File: config.mk
export PLATFORM = sky130hd
export DESIGN_NAME = clock_set_menu_fsm_core
export DESIGN_NICKNAME = d
export VERILOG_FILES = /design/src/rtl/csm_pkg.sv /design/src/rtl/csm_step.sv /design/src/rtl/csm_out_reg.sv /design/src/rtl/clock_set_menu_fsm_core.sv
export VERILOG_INCLUDE_DIRS = /design/src /design/src/rtl
export SDC_FILE = /design/constraint.sdc
export NUM_CORES = 1
export LEC_CHECK = 0
export BUFFER_PORTS_ARGS = -buffer_cell sky130_fd_sc_hd__buf_2
export CAP_MARGIN = 5
export CORE_ASPECT_RATIO = 0.8
export CORE_MARGIN = 3
export CORE_UTILIZATION = 45
export DETAILED_ROUTE_END_ITERATION = 10
export PLACE_DENSITY = 0.65
export SETUP_SLACK_MARGIN = 0.02
export SLEW_MARGIN = 25
export SYNTH_ARGS = -nofsm -noshare
export SYNTH_HDL_FRONTEND = slang
export SYNTH_HIERARCHICAL = 1
export SYNTH_SLANG_ARGS = --single-unit
export TNS_END_PERCENT = 100
File: constraint.sdc
create_clock -name clk -period 4.1 [get_ports clk]
set_input_delay 0 -clock clk [delete_from_list [all_inputs] [get_ports clk]]
set_output_delay 0 -clock clk [all_outputs]
set_load 0.03 [all_outputs]
File: src/rtl/clock_set_menu_fsm_core_assert.svh
// Assertion macros shared by the clock set menu RTL.
// Used inside modules that have clk and rst_n in scope.
`ifndef CLOCK_SET_MENU_FSM_CORE_ASSERT_SVH
`define CLOCK_SET_MENU_FSM_CORE_ASSERT_SVH

// Same-cycle implication, checked out of reset.
`define CSM_ASSERT_NOW(lbl, ante, cons, msg) \
  lbl: assert property (@(posedge clk) disable iff (!rst_n) (ante) |-> (cons)) \
    else $error(msg);

// Next-cycle implication, checked out of reset.
`define CSM_ASSERT_NEXT(lbl, ante, cons, msg) \
  lbl: assert property (@(posedge clk) disable iff (!rst_n) (ante) |=> (cons)) \
    else $error(msg);

`endif

File: src/rtl/csm_pkg.sv
// Types, codes and small helper functions for the clock set menu.
// No dependencies; imported by every module of the block.
package csm_pkg;

  // Commands
  localparam logic [1:0] CMD_MODE = 2'd0;
  localparam logic [1:0] CMD_FUNC = 2'd1;
  localparam logic [1:0] CMD_INIT = 2'd2;

  // Menu modes
  localparam logic [2:0] MODE_CLOCK     = 3'd1;
  localparam logic [2:0] MODE_ALARM     = 3'd2;
  localparam logic [2:0] MODE_CONF      = 3'd3;
  localparam logic [2:0] MODE_SET_HOUR  = 3'd4;
  localparam logic [2:0] MODE_SET_DAY   = 3'd5;
  localparam logic [2:0] MODE_SET_MONTH = 3'd6;

  // Views
  localparam logic [1:0] VIEW_PRI = 2'd1;
  localparam logic [1:0] VIEW_SEC = 2'd2;

  // Configuration targets
  localparam logic [1:0] TGT_NONE  = 2'd0;
  localparam logic [1:0] TGT_CLOCK = 2'd1;
  localparam logic [1:0] TGT_ALARM = 2'd2;

  // Display codes
  localparam logic [3:0] DISP_CLOCK      = 4'd0;
  localparam logic [3:0] DISP_MONTH      = 4'd1;
  localparam logic [3:0] DISP_ALARM      = 4'd2;
  localparam logic [3:0] DISP_CONFMODE   = 4'd3;
  localparam logic [3:0] DISP_CONFON     = 4'd4;
  localparam logic [3:0] DISP_MIN        = 4'd5;
  localparam logic [3:0] DISP_HOUR       = 4'd6;
  localparam logic [3:0] DISP_DATE       = 4'd7;
  localparam logic [3:0] DISP_SET_MONTH  = 4'd8;
  localparam logic [3:0] DISP_ALARM_MIN  = 4'd9;
  localparam logic [3:0] DISP_ALARM_HOUR = 4'd10;
  localparam logic [3:0] DISP_KEEP       = 4'd11;

  // Alarm actions
  localparam logic [1:0] ACT_NONE    = 2'd0;
  localparam logic [1:0] ACT_DISABLE = 2'd1;
  localparam logic [1:0] ACT_ENABLE  = 2'd2;

  // Wrap limits
  localparam logic [5:0] MINUTE_MAX = 6'd59;
  localparam logic [4:0] HOUR_MAX   = 5'd23;
  localparam logic [3:0] MONTH_MAX  = 4'd12;
  localparam logic [4:0] DAYS_LONG  = 5'd31;
  localparam logic [4:0] DAYS_SHORT = 5'd30;
  localparam logic [4:0] DAYS_FEB   = 5'd28;

  typedef struct packed {
    logic [2:0] mode;
    logic [1:0] view;
    logic       armed;
    logic [1:0] target;
    logic [3:0] month;
    logic [4:0] day;
    logic [4:0] hour;
    logic [5:0] minute;
    logic [4:0] al_hour;
    logic [5:0] al_minute;
  } csm_state_t;

  typedef struct packed {
    logic [1:0] command;
    logic [3:0] now_month;
    logic [4:0] now_day;
    logic [4:0] now_hour;
    logic [5:0] now_minute;
    logic [4:0] alarm_hour;
    logic [5:0] alarm_minute;
  } csm_item_t;

  typedef struct packed {
    csm_state_t st;
    logic [3:0] disp;
    logic [1:0] act;
  } csm_result_t;

  function automatic logic [5:0] wrap_minute(input logic [5:0] v);
    return (v >= MINUTE_MAX) ? 6'd0 : v + 6'd1;
  endfunction

  function automatic logic [4:0] wrap_hour(input logic [4:0] v);
    return (v >= HOUR_MAX) ? 5'd0 : v + 5'd1;
  endfunction

  function automatic logic [3:0] wrap_month(input logic [3:0] v);
    return (v >= MONTH_MAX) ? 4'd1 : v + 4'd1;
  endfunction

  // Days in month, no leap years; zero for a month code outside 1..12
  function automatic logic [4:0] month_days(input logic [3:0] m);
    logic [4:0] d;
    unique case (m)
      4'd1, 4'd3, 4'd5, 4'd7, 4'd8, 4'd10, 4'd12: d = DAYS_LONG;
      4'd4, 4'd6, 4'd9, 4'd11:                    d = DAYS_SHORT;
      4'd2:                                       d = DAYS_FEB;
      default:                                    d = 5'd0;
    endcase
    return d;
  endfunction

endpackage

File: src/rtl/csm_step.sv
// Next-state and display logic for one menu beat.
// Depends on csm_pkg.
module csm_step
  import csm_pkg::*;
(
  input  csm_state_t  st,
  input  csm_item_t   item,
  output csm_state_t  st_nxt,
  output logic [3:0]  disp,
  output logic [1:0]  act
);

  logic [4:0] day_lim;

  assign day_lim = month_days(st.month);

  // State update per command
  always_comb begin
    st_nxt = st;
    unique case (item.command)
      CMD_MODE: begin
        if (st.mode == MODE_CLOCK || st.mode == MODE_ALARM) begin
          st_nxt.mode = st.mode + 3'd1;
        end else if (st.mode == MODE_CONF) begin
          if (st.armed) begin
            st_nxt.mode = MODE_SET_HOUR;
          end else begin
            st_nxt.mode   = MODE_CLOCK;
            st_nxt.target = TGT_NONE;
            st_nxt.armed  = 1'b0;
          end
        end else if (st.target == TGT_NONE) begin
          if (st.mode == MODE_SET_HOUR) begin
            st_nxt.mode   = MODE_CLOCK;
            st_nxt.target = TGT_NONE;
            st_nxt.armed  = 1'b0;
          end
        end else if (st.target == TGT_CLOCK || st.target == TGT_ALARM) begin
          if (st.mode == MODE_SET_MONTH) begin
            st_nxt.mode   = MODE_CLOCK;
            st_nxt.target = TGT_NONE;
            st_nxt.armed  = 1'b0;
          end else begin
            st_nxt.mode = st.mode + 3'd1;
          end
        end
      end
      CMD_FUNC: begin
        unique case (st.mode)
          MODE_CLOCK, MODE_ALARM: begin
            st_nxt.view = (st.view == VIEW_PRI) ? VIEW_SEC : VIEW_PRI;
          end
          MODE_CONF: begin
            if (!st.armed) begin
              st_nxt.armed = 1'b1;
            end else if (st.target == TGT_NONE) begin
              st_nxt.target = TGT_CLOCK;
            end else if (st.target == TGT_CLOCK) begin
              st_nxt.minute = wrap_minute(st.minute);
            end else if (st.target == TGT_ALARM) begin
              st_nxt.al_minute = wrap_minute(st.al_minute);
            end
          end
          MODE_SET_HOUR: begin
            if (st.target == TGT_NONE) begin
              st_nxt.target = TGT_ALARM;
            end else if (st.target == TGT_CLOCK) begin
              st_nxt.hour = wrap_hour(st.hour);
            end
          end
          MODE_SET_DAY: begin
            if (st.target == TGT_CLOCK) begin
              if (day_lim != 5'd0) begin
                st_nxt.day = (st.day >= day_lim) ? 5'd1 : st.day + 5'd1;
              end
            end else if (st.target == TGT_ALARM) begin
              st_nxt.al_minute = wrap_minute(st.al_minute);
            end
          end
          MODE_SET_MONTH: begin
            if (st.target == TGT_CLOCK) begin
              st_nxt.month = wrap_month(st.month);
            end else if (st.target == TGT_ALARM) begin
              st_nxt.al_hour = wrap_hour(st.al_hour);
            end
          end
          default: begin
            // Mode code outside the menu: same as a reinit
            st_nxt.month     = item.now_month;
            st_nxt.day       = item.now_day;
            st_nxt.hour      = item.now_hour;
            st_nxt.minute    = item.now_minute;
            st_nxt.al_hour   = item.alarm_hour;
            st_nxt.al_minute = item.alarm_minute;
            st_nxt.mode      = MODE_CLOCK;
            st_nxt.view      = VIEW_PRI;
            st_nxt.target    = TGT_NONE;
            st_nxt.armed     = 1'b0;
          end
        endcase
      end
      CMD_INIT: begin
        st_nxt.month     = item.now_month;
        st_nxt.day       = item.now_day;
        st_nxt.hour      = item.now_hour;
        st_nxt.minute    = item.now_minute;
        st_nxt.al_hour   = item.alarm_hour;
        st_nxt.al_minute = item.alarm_minute;
        st_nxt.mode      = MODE_CLOCK;
        st_nxt.view      = VIEW_PRI;
        st_nxt.target    = TGT_NONE;
        st_nxt.armed     = 1'b0;
      end
      default: begin
        st_nxt = st;
      end
    endcase
  end

  // Display code and alarm action, only after a mode key
  always_comb begin
    disp = DISP_KEEP;
    act  = ACT_NONE;
    if (item.command == CMD_MODE) begin
      unique case (st_nxt.mode)
        MODE_CLOCK: begin
          if (st_nxt.view == VIEW_PRI) disp = DISP_CLOCK;
          else if (st_nxt.view == VIEW_SEC) disp = DISP_MONTH;
        end
        MODE_ALARM: begin
          disp = DISP_ALARM;
          if (st_nxt.view == VIEW_PRI) act = ACT_DISABLE;
          else if (st_nxt.view == VIEW_SEC) act = ACT_ENABLE;
        end
        MODE_CONF: begin
          if (!st_nxt.armed) disp = DISP_CONFMODE;
          else disp = (st_nxt.target == TGT_NONE) ? DISP_CONFON : DISP_MIN;
        end
        MODE_SET_HOUR: begin
          if (st_nxt.target == TGT_NONE) disp = DISP_ALARM;
          else if (st_nxt.target == TGT_CLOCK) disp = DISP_HOUR;
        end
        MODE_SET_DAY: begin
          if (st_nxt.target == TGT_CLOCK) disp = DISP_DATE;
          else if (st_nxt.target == TGT_ALARM) disp = DISP_ALARM_MIN;
        end
        MODE_SET_MONTH: begin
          if (st_nxt.target == TGT_CLOCK) disp = DISP_SET_MONTH;
          else if (st_nxt.target == TGT_ALARM) disp = DISP_ALARM_HOUR;
        end
        default: begin
          disp = DISP_KEEP;
        end
      endcase
    end
  end

endmodule

File: src/rtl/csm_out_reg.sv
// Result register of the clock set menu with valid/stall handshake.
// Depends on csm_pkg.
module csm_out_reg
  import csm_pkg::*;
(
  input  logic        clk,
  input  logic        rst_n,
  input  logic        load,
  input  csm_result_t res,
  output logic        ready,
  input  logic        out_stall,
  output logic        out_valid,
  output csm_result_t out_res
);

  logic        valid_r;
  logic        valid_nxt;
  csm_result_t res_r;

  // Free when empty or when the held beat leaves this cycle
  assign ready     = !valid_r || !out_stall;
  assign valid_nxt = load ? 1'b1 : (ready ? 1'b0 : valid_r);

  always_ff @(posedge clk) begin
    if (!rst_n) begin
      valid_r <= 1'b0;
    end else begin
      valid_r <= valid_nxt;
    end
  end

  // Payload, no reset
  always_ff @(posedge clk) begin
    if (load) begin
      res_r <= res;
    end
  end

  assign out_valid = valid_r;
  assign out_res   = res_r;

endmodule

File: src/rtl/clock_set_menu_fsm_core.sv
// Clock set menu: two-key menu state machine with time and alarm editing.
// Input register, csm_step logic, csm_out_reg result register. Uses csm_pkg.
//
// Usage:
//   Input channel (in_*): one beat per key event: command 0 mode key,
//   1 function key, 2 reinit from the now_* and alarm_*_in fields.
//   Result channel (out_*): one beat per input beat, in order, carrying
//   the menu mode, view, armed flag, target, display code, alarm action,
//   the time being set and the alarm to store.
//   An accepted beat sits in the input register; csm_step computes its
//   result, which is loaded into the result register, and out_valid then
//   rises.
//   Throughput: one beat per cycle while out_stall is low; the only loop is
//   the menu state update through csm_step.
//   Stall: when out_stall holds the result register full, the input
//   register keeps its beat and in_stall rises; nothing is dropped.
//   Reset (rst_n low, synchronous): both registers empty, mode 1, view 1,
//   not armed, no target, date 1/1, time 00:00, alarm 00:00.

`include "clock_set_menu_fsm_core_assert.svh"

module clock_set_menu_fsm_core
  import csm_pkg::*;
(
  input  logic       clk,
  input  logic       rst_n,
  // input channel
  input  logic       in_valid,
  output logic       in_stall,
  input  logic [1:0] in_command,
  input  logic [3:0] in_now_month,
  input  logic [4:0] in_now_day,
  input  logic [4:0] in_now_hour,
  input  logic [5:0] in_now_minute,
  input  logic [4:0] in_alarm_hour_in,
  input  logic [5:0] in_alarm_minute_in,
  // result channel
  output logic       out_valid,
  input  logic       out_stall,
  output logic [2:0] out_mode_out,
  output logic [1:0] out_view_out,
  output logic       out_config_armed,
  output logic [1:0] out_config_target,
  output logic [3:0] out_display_code,
  output logic [1:0] out_alarm_action,
  output logic [3:0] out_set_month,
  output logic [4:0] out_set_day,
  output logic [4:0] out_set_hour,
  output logic [5:0] out_set_minute,
  output logic [4:0] out_alarm_hour_out,
  output logic [5:0] out_alarm_minute_out
);

  logic        s1_valid_r;
  logic        s1_valid_nxt;
  csm_item_t   s1_item_r;
  csm_state_t  st_r;
  csm_state_t  st_nxt;
  csm_result_t res;
  csm_result_t out_res;
  logic        out_ready;
  logic        adv;
  logic        in_acc;
  logic [3:0]  disp;
  logic [1:0]  act;

  // Handshake between the two register stages
  assign adv          = s1_valid_r && out_ready;
  assign in_stall     = s1_valid_r && !out_ready;
  assign in_acc       = in_valid && !in_stall;
  assign s1_valid_nxt = in_acc ? 1'b1 : (adv ? 1'b0 : s1_valid_r);

  always_ff @(posedge clk) begin
    if (!rst_n) begin
      s1_valid_r <= 1'b0;
    end else begin
      s1_valid_r <= s1_valid_nxt;
    end
  end

  // Input register payload
  always_ff @(posedge clk) begin
    if (in_acc) begin
      s1_item_r.command      <= in_command;
      s1_item_r.now_month    <= in_now_month;
      s1_item_r.now_day      <= in_now_day;
      s1_item_r.now_hour     <= in_now_hour;
      s1_item_r.now_minute   <= in_now_minute;
      s1_item_r.alarm_hour   <= in_alarm_hour_in;
      s1_item_r.alarm_minute <= in_alarm_minute_in;
    end
  end

  // Menu step
  csm_step u_step (
    .st     (st_r),
    .item   (s1_item_r),
    .st_nxt (st_nxt),
    .disp   (disp),
    .act    (act)
  );

  // Menu state, updated as each beat moves to the result register
  always_ff @(posedge clk) begin
    if (!rst_n) begin
      st_r.mode      <= MODE_CLOCK;
      st_r.view      <= VIEW_PRI;
      st_r.armed     <= 1'b0;
      st_r.target    <= TGT_NONE;
      st_r.month     <= 4'd1;
      st_r.day       <= 5'd1;
      st_r.hour      <= 5'd0;
      st_r.minute    <= 6'd0;
      st_r.al_hour   <= 5'd0;
      st_r.al_minute <= 6'd0;
    end else if (adv) begin
      st_r <= st_nxt;
    end
  end

  assign res.st   = st_nxt;
  assign res.disp = disp;
  assign res.act  = act;

  csm_out_reg u_out (
    .clk       (clk),
    .rst_n     (rst_n),
    .load      (adv),
    .res       (res),
    .ready     (out_ready),
    .out_stall (out_stall),
    .out_valid (out_valid),
    .out_res   (out_res)
  );

  assign out_mode_out         = out_res.st.mode;
  assign out_view_out         = out_res.st.view;
  assign out_config_armed     = out_res.st.armed;
  assign out_config_target    = out_res.st.target;
  assign out_display_code     = out_res.disp;
  assign out_alarm_action     = out_res.act;
  assign out_set_month        = out_res.st.month;
  assign out_set_day          = out_res.st.day;
  assign out_set_hour         = out_res.st.hour;
  assign out_set_minute       = out_res.st.minute;
  assign out_alarm_hour_out   = out_res.st.al_hour;
  assign out_alarm_minute_out = out_res.st.al_minute;

  // Checks
  `CSM_ASSERT_NOW(a_mode_legal, 1'b1, st_r.mode != 3'd0 && st_r.mode != 3'd7, "bad mode")
  `CSM_ASSERT_NOW(a_target_needs_arm, !st_r.armed, st_r.target == TGT_NONE, "target unarmed")
  `CSM_ASSERT_NOW(a_target_legal, 1'b1, st_r.target != 2'd3, "illegal target code")
  `CSM_ASSERT_NEXT(a_adv_loads_out, adv, out_valid, "advanced beat missing at output")
  `CSM_ASSERT_NEXT(a_stall_holds_state, !adv, $stable(st_r), "menu state moved without a beat")

endmodule
==> flow_summary.yaml, run 1 <==
clock_network:
  clock-sinks: 119
  cts_max_path_buffers: 2
  h-tree-depth: 4
  clkTransAtPathRegs_ns: 0.05
  cts_tree: "yes"
  clock_latency_ns: 0.42
  cts_buffers: 17
  clockRootBuffer: "clkbuf_16"
yosys:
  syn_inst: 735
  synth_warnings: 6
  synthXorXnorAreaFrac: 0.00125
  synth_area_leaders: "edfxtp_1 33%, dfxtp_1 12%, ha_1 5.2%"
  synth_most_common_cell: "nand2_1"
  yosys.area.top_type: "edfxtp_1"
  async_flop_share: 0
  syn_nets: 801
  synthTopCellsByCount: "87 x nand2_1, 78 x edfxtp_1, 61 x a21oi_1"
  synth-simple-area-share: 0.189
  syn_area_um2: 6990
  ys_seq_area_frac: 0.452
  synth_compound_area_frac: 0.236
  synth_top_area_frac: 0.335
  synth_top_family_by_area: "compound AO/OA/AOI/OAI gates"
  synth-edff-count: 78
  synth.avg_cell_area_um2: 9.52
  synth_seq_cells: 119
  synth_flop_cell: "edfxtp_1"
  synthMuxAreaShare: 0.00769
  synth.distinct_cells: 71
  synthAdderAreaFrac: 0.0519
worst_setup_path:
  r2r-start: "st_r[36]"
  worstSetupPathType: "register to register"
  crit_path_start: "st_r[36]"
  rrSetupSlack_ns: 0.50
  critPathArrivalTime_ns: 3.88
  critPathLaunchType: "register"
  critical_path.max_fanout: 17
  r2r_cells: 13
  worstPathRequired_ns: 4.38
  critPathCaptureType: "register"
  r2r_end: "u_out/out_res[2]"
timing:
  tightest_slew_ns: 0.699
  setup_viol: 0
  hold_viol_final: 0
  grt_setup_unrepaired: "false"
  finalCriticalPeriod_ns: 3.60
  layout_setup_ws_ns: 0.502
  max_clock_freq_mhz: 278
  slew_headroom: 0.529
  setup_tns_ns: 0
  fin_skew_ns: 0.00805
  fin_crit_sh: 0.878
  maxSlewViolCount: 0
placed_design:
  placedCellCount: 988
  gp_congestion: 0.898
  port_buffers: 83
  placed_area_um2: 7470
  dp_slack_ns: 0.569
  dp_hpwl_mm: 11.7
drt:
  post_drt_wl_per_cell_um: 17.5
  vias_per_cell: 5.85
  drc: 0
  ant_nets: 0
  drt_iter0_drc: 566
  vias: 6165
  dr.pass1.iters: 5
  wirelength_mm: 18.4
floorplanning:
  dieArea_um2: 17100
  die_w_um: 145
  placementRows: 40
  coreArea_um2: 15100
  dieHeight_um: 118
  io-pin-count: 84
  initial_core_util: 0.463
job:
  maxCapViolCount: 0
power_and_ir_drop:
  leakage_nw: 3.14
  ir_worst_vdd_mv: 0.243
  power_density_nw_per_um2: 388
grt:
  grt_usage: 0.215
  grt_pass1_wl_mm: 30.0
  grt_max_degree: 49
  grt-ovfl-total: 0
  grt_antenna_before_repair: 0
  grt_pass1_vias: 5798
worst_hold_path:
  hold-path-cell-count: 3
  hp-start: "rst_n"
  hold_path_class: "input pin to register"
  min_to: "st_r[12]"
status:
  outcome: "finished clean"
finish:
  drive_gt1_frac: 0.218
  diodes: 0
  design_area_um2: 8350
  final_nets: 898
  final_cells: 1054
  syn2layout_area_growth_pct: 19.4
  fin_util: 0.553
-- stage by stage --
stage	total power [mW]	hold WS, ns
2_1_floorplan	1.75	0.0989
3_3_place_gp	1.86	0.177
3_5_place_dp	1.87	0.178
4_1_cts	3.26	0.155
5_1_grt	3.37	0.188
6_report	3.24	0.165
-- cells in the final DEF (no fill, tap or decap), drive strengths merged, types with 4 or more instances in the layout --
cell type    count
nor4             4
a21oi           61
nor3b            4
a22oi           22
buf             96
and3             6
clkinv           7
a221o            4
dfxtp           41
a31oi            5
clkbuf          21
nor2            46
nand4           41
nand3           25
nor2b           12
o21ai           80
nor3             7
o211ai          10
edfxtp          78
nand2b          13
or2              4
nand2           89
a21o            10
a211oi           8
and2             6
dlygate4sd3     35
inv             25
ha              29
a222oi           4
-- layout make-up --
| class | count | area (um^2) |
|---|---|---|
| clock buffers | 21 | 450 |
| well taps | 210 | 263 |
| multi-input cells | 537 | 3420 |
| clock inverters | 10 | 81.3 |
| repair buffers | 131 | 876 |
| fillers | 1355 | 6760 |
| inverters | 26 | 97.6 |
| flip-flops and latches | 119 | 3160 |
-- kinds of logic after synthesis --
group,after synthesis
flops,119
mux,5
xor+xnor,1
buf+inv,79
simple gates,265
fa+ha+maj,29
compound gates,237
-- power breakdown --
group / total (mW) / switching, mW / internal (mW)
clock: 1.36 / 0.526 / 0.836
combinational: 0.480 / 0.308 / 0.172
sequential: 1.40 / 0.0455 / 1.35
total: 3.24 / 0.879 / 2.36
-- worst max path at each step --
stage                             to  cells past startpoint
floorplan           u_out/out_res[2]                     15
global placement    u_out/out_res[2]                     13
detailed placement  u_out/out_res[2]                     13
CTS                 u_out/out_res[2]                     13
global route        u_out/out_res[2]                     13
finish              u_out/out_res[2]                     13
-- state kept, by name (all words and copies together) (netlist names) --
| register | count |
|---|---|
| st_r | 39 |
| u_out/out_res | 45 |
| s1_item_r | 33 |
| s1_valid_r | 1 |
| u_out/out_valid | 1 |
-- layer usage --
layer / global-route usage / share of wire / routed length, um
met1: 0.293 / 0.45 / 8240
met4: 0.0587 / 0.014 / 261
met5: 0 / 0 / 0
met3: 0.0504 / 0.073 / 1350
met2: 0.347 / 0.47 / 8580
-- worst max-delay path, stage by stage, from the launching register on --
cell	delay, ns
dfxtp_1	0.55
ha_1	0.22
ha_1	0.61
inv_1	0.29
a21o_1	0.23
a21oi_1	0.19
nand2_1	0.07
a21oi_1	0.27
inv_1	0.14
ha_1	0.26
or2_2	0.30
a21oi_1	0.14
o22ai_1	0.10
nand4_1	0.09
-- repair_timing --
item	CTS	global route
setup buffers	0	0
gates resized for setup	0	0
hold endpoints to repair	35	0
hold buffers	35	0
Power figures use the tool's default switching activity.
==> run 2, diff against run 1 <==
--- a/config.mk
+++ b/config.mk
@@ -10,9 +10,9 @@
 export CAP_MARGIN = 5
 export CORE_ASPECT_RATIO = 0.8
 export CORE_MARGIN = 3
-export CORE_UTILIZATION = 45
+export CORE_UTILIZATION = 55
 export DETAILED_ROUTE_END_ITERATION = 10
-export PLACE_DENSITY = 0.65
+export PLACE_DENSITY = 0.77
 export SETUP_SLACK_MARGIN = 0.02
 export SLEW_MARGIN = 25
 export SYNTH_ARGS = -nofsm -noshare
==> constraint.sdc (replaced) <==
create_clock -name clk -period 4.25 [get_ports clk]
set_input_delay 0 -clock clk [delete_from_list [all_inputs] [get_ports clk]]
set_output_delay 0 -clock clk [all_outputs]
set_load 0.03 [all_outputs]
==> run 2 against run 1 <==
Net effect: global-route usage up 6.0 points; sequential share of layout area down 0.38 points; hold slack better by 0.049 ns; critical path depth down 1; first-iteration DRC count down 8.8%; via count up 1.0%; clock skew about the same; combinational power down 3%; clock power up 15%; largest cell class unchanged.
==> flow_summary.yaml, run 2 (synthesis results as in run 1) <==
timing:
  hold_viol_final: 0
  setup_viol: 0
  maxSlewViolCount: 0
  max_clock_freq_mhz: 272
  layout_setup_ws_ns: 0.579
  grt_setup_unrepaired: "false"
  slew_headroom: 0.367
  fin_crit_sh: 0.864
  fin_skew_ns: 0.00826
  tightest_slew_ns: 0.949
  finalCriticalPeriod_ns: 3.67
  setup_tns_ns: 0
drt:
  ant_nets: 0
  vias: 6229
  post_drt_wl_per_cell_um: 19.0
  drc: 0
  wirelength_mm: 19.3
  dr.pass1.iters: 5
  vias_per_cell: 6.12
  drt_iter0_drc: 516
job:
  maxCapViolCount: 0
clock_network:
  clock_latency_ns: 0.42
  cts_tree: "yes"
  hold_buffers: 35
  h-tree-depth: 4
  clkTransAtPathRegs_ns: 0.06
  cts_buffers: 17
  clockRootBuffer: "clkbuf_16"
  clock-sinks: 119
  post_cts_buffers: 0
  ctsResizeCount: 0
  cts_max_path_buffers: 2
worst_hold_path:
  hold_path_class: "input pin to register"
status:
  outcome: "finished clean"
placed_design:
  gp_congestion: 0.888
  dp_hpwl_mm: 12.1
  placedCellCount: 949
  port_buffers: 83
  placed_area_um2: 7420
  dp_slack_ns: 0.651
floorplanning:
  coreArea_um2: 12300
  dieArea_um2: 14100
  io-pin-count: 84
  initial_core_util: 0.569
  die_w_um: 132
  placementRows: 36
  dieHeight_um: 107
finish:
  final_cells: 1017
  fillers: 935
  largest_reg_flops: 45
  fin_util: 0.686
  final_common_cell: "nand2_1"
  layout_common_cells: "87 x nand2_1, 83 x buf_2, 78 x edfxtp_1"
  design_area_um2: 8440
  final_nets: 899
  syn2layout_area_growth_pct: 20.6
  diodes: 0
  drive_gt1_frac: 0.225
grt:
  grt-ovfl-total: 0
  grt_max_degree: 77
  grt_pass1_vias: 6123
  grt_antenna_before_repair: 0
  grt_usage: 0.275
  grt_pass1_wl_mm: 31.1
worst_setup_path:
  crit_chain: "inv_1 > ha_1 > a2111oi_4 > nand2b_1 > nor4_1 > a21oi_1 > inv_1 > ha_1 > or2_2 > a21oi_1 > o22ai_1 > nand4_1"
  worstPathRequired_ns: 4.54
  rrSetupSlack_ns: 0.58
  cp_num_buf_inv: 2
  worstSetupPathType: "register to register"
  cp_top_family: "compound AO/OA/AOI/OAI gates"
  critical_path.max_fanout: 12
  critPathCaptureType: "register"
  critPathLaunchType: "register"
  max_stage_delay_ns: 0.61
  cpMaxStageDelayCell: "a2111oi_4"
  critPathArrivalTime_ns: 3.96
power_and_ir_drop:
  ir_worst_vdd_mv: 0.349
  p_int_mw: 2.51
  power_frac_clock: 0.462
  sequentialPowerShare: 0.400
  p_switching_mw: 0.867
  p_sw_frac: 0.256
  leakage_nw: 3.20
  power_density_nw_per_um2: 401
  combPwrFrac: 0.138
## run 2: path summary, 6_finish.rpt
kind	from	end	cells past startpoint
max reg2reg	st_r[36]	u_out/out_res[2]	12
min	rst_n	st_r[36]	3
max	st_r[36]	u_out/out_res[2]	12
min reg2reg	st_r[16]	st_r[16]	2
## run 2: area by class of cell
type                       instances  area, um^2  area share
multi-input combinational        537        3420       0.406
sequential                       119        3160       0.375
timing repair buffer             132         891       0.106
clock buffer                      21         480      0.0569
tap                              171         214      0.0254
clock inverter                    11         169      0.0200
inverter                          26        97.6      0.0116
## run 2: power groups by stage
stage,clock network [mW],logic (mW),registers (mW)
after floorplan,0,0.281,1.41
after global placement,0,0.417,1.37
after detailed placement,0,0.427,1.37
after CTS,1.57,0.456,1.35
after global routing,1.63,0.504,1.36
final,1.56,0.466,1.35
## run 2: worst reg2reg max path, cell delays in order, from the launching register on
cell and delay (ns):
dfxtp_1 0.55, inv_1 0.14, ha_1 0.39, a2111oi_4 0.61
nand2b_1 0.38, nor4_1 0.10, a21oi_1 0.29, inv_1 0.15
ha_1 0.27, or2_2 0.30, a21oi_1 0.16, o22ai_1 0.10
nand4_1 0.09
## run 2: layer usage
metal | global-route usage | wire, um | up-vias
met3 | 0.0633 | 1140 | 55
met5 | 0 | 0 | -
met2 | 0.468 | 9370 | 286
met1 | 0.347 | 8360 | 2931
met4 | 0.0982 | 465 | 0
li1 | - | - | 2957
## run 2: per-stage QoR
stage               hold slack (ns)  total power [mW]
finish                        0.214              3.38
floorplan                    0.0989              1.69
CTS                           0.195              3.38
global route                  0.256              3.50
detailed placement            0.178              1.80
global placement              0.177              1.79
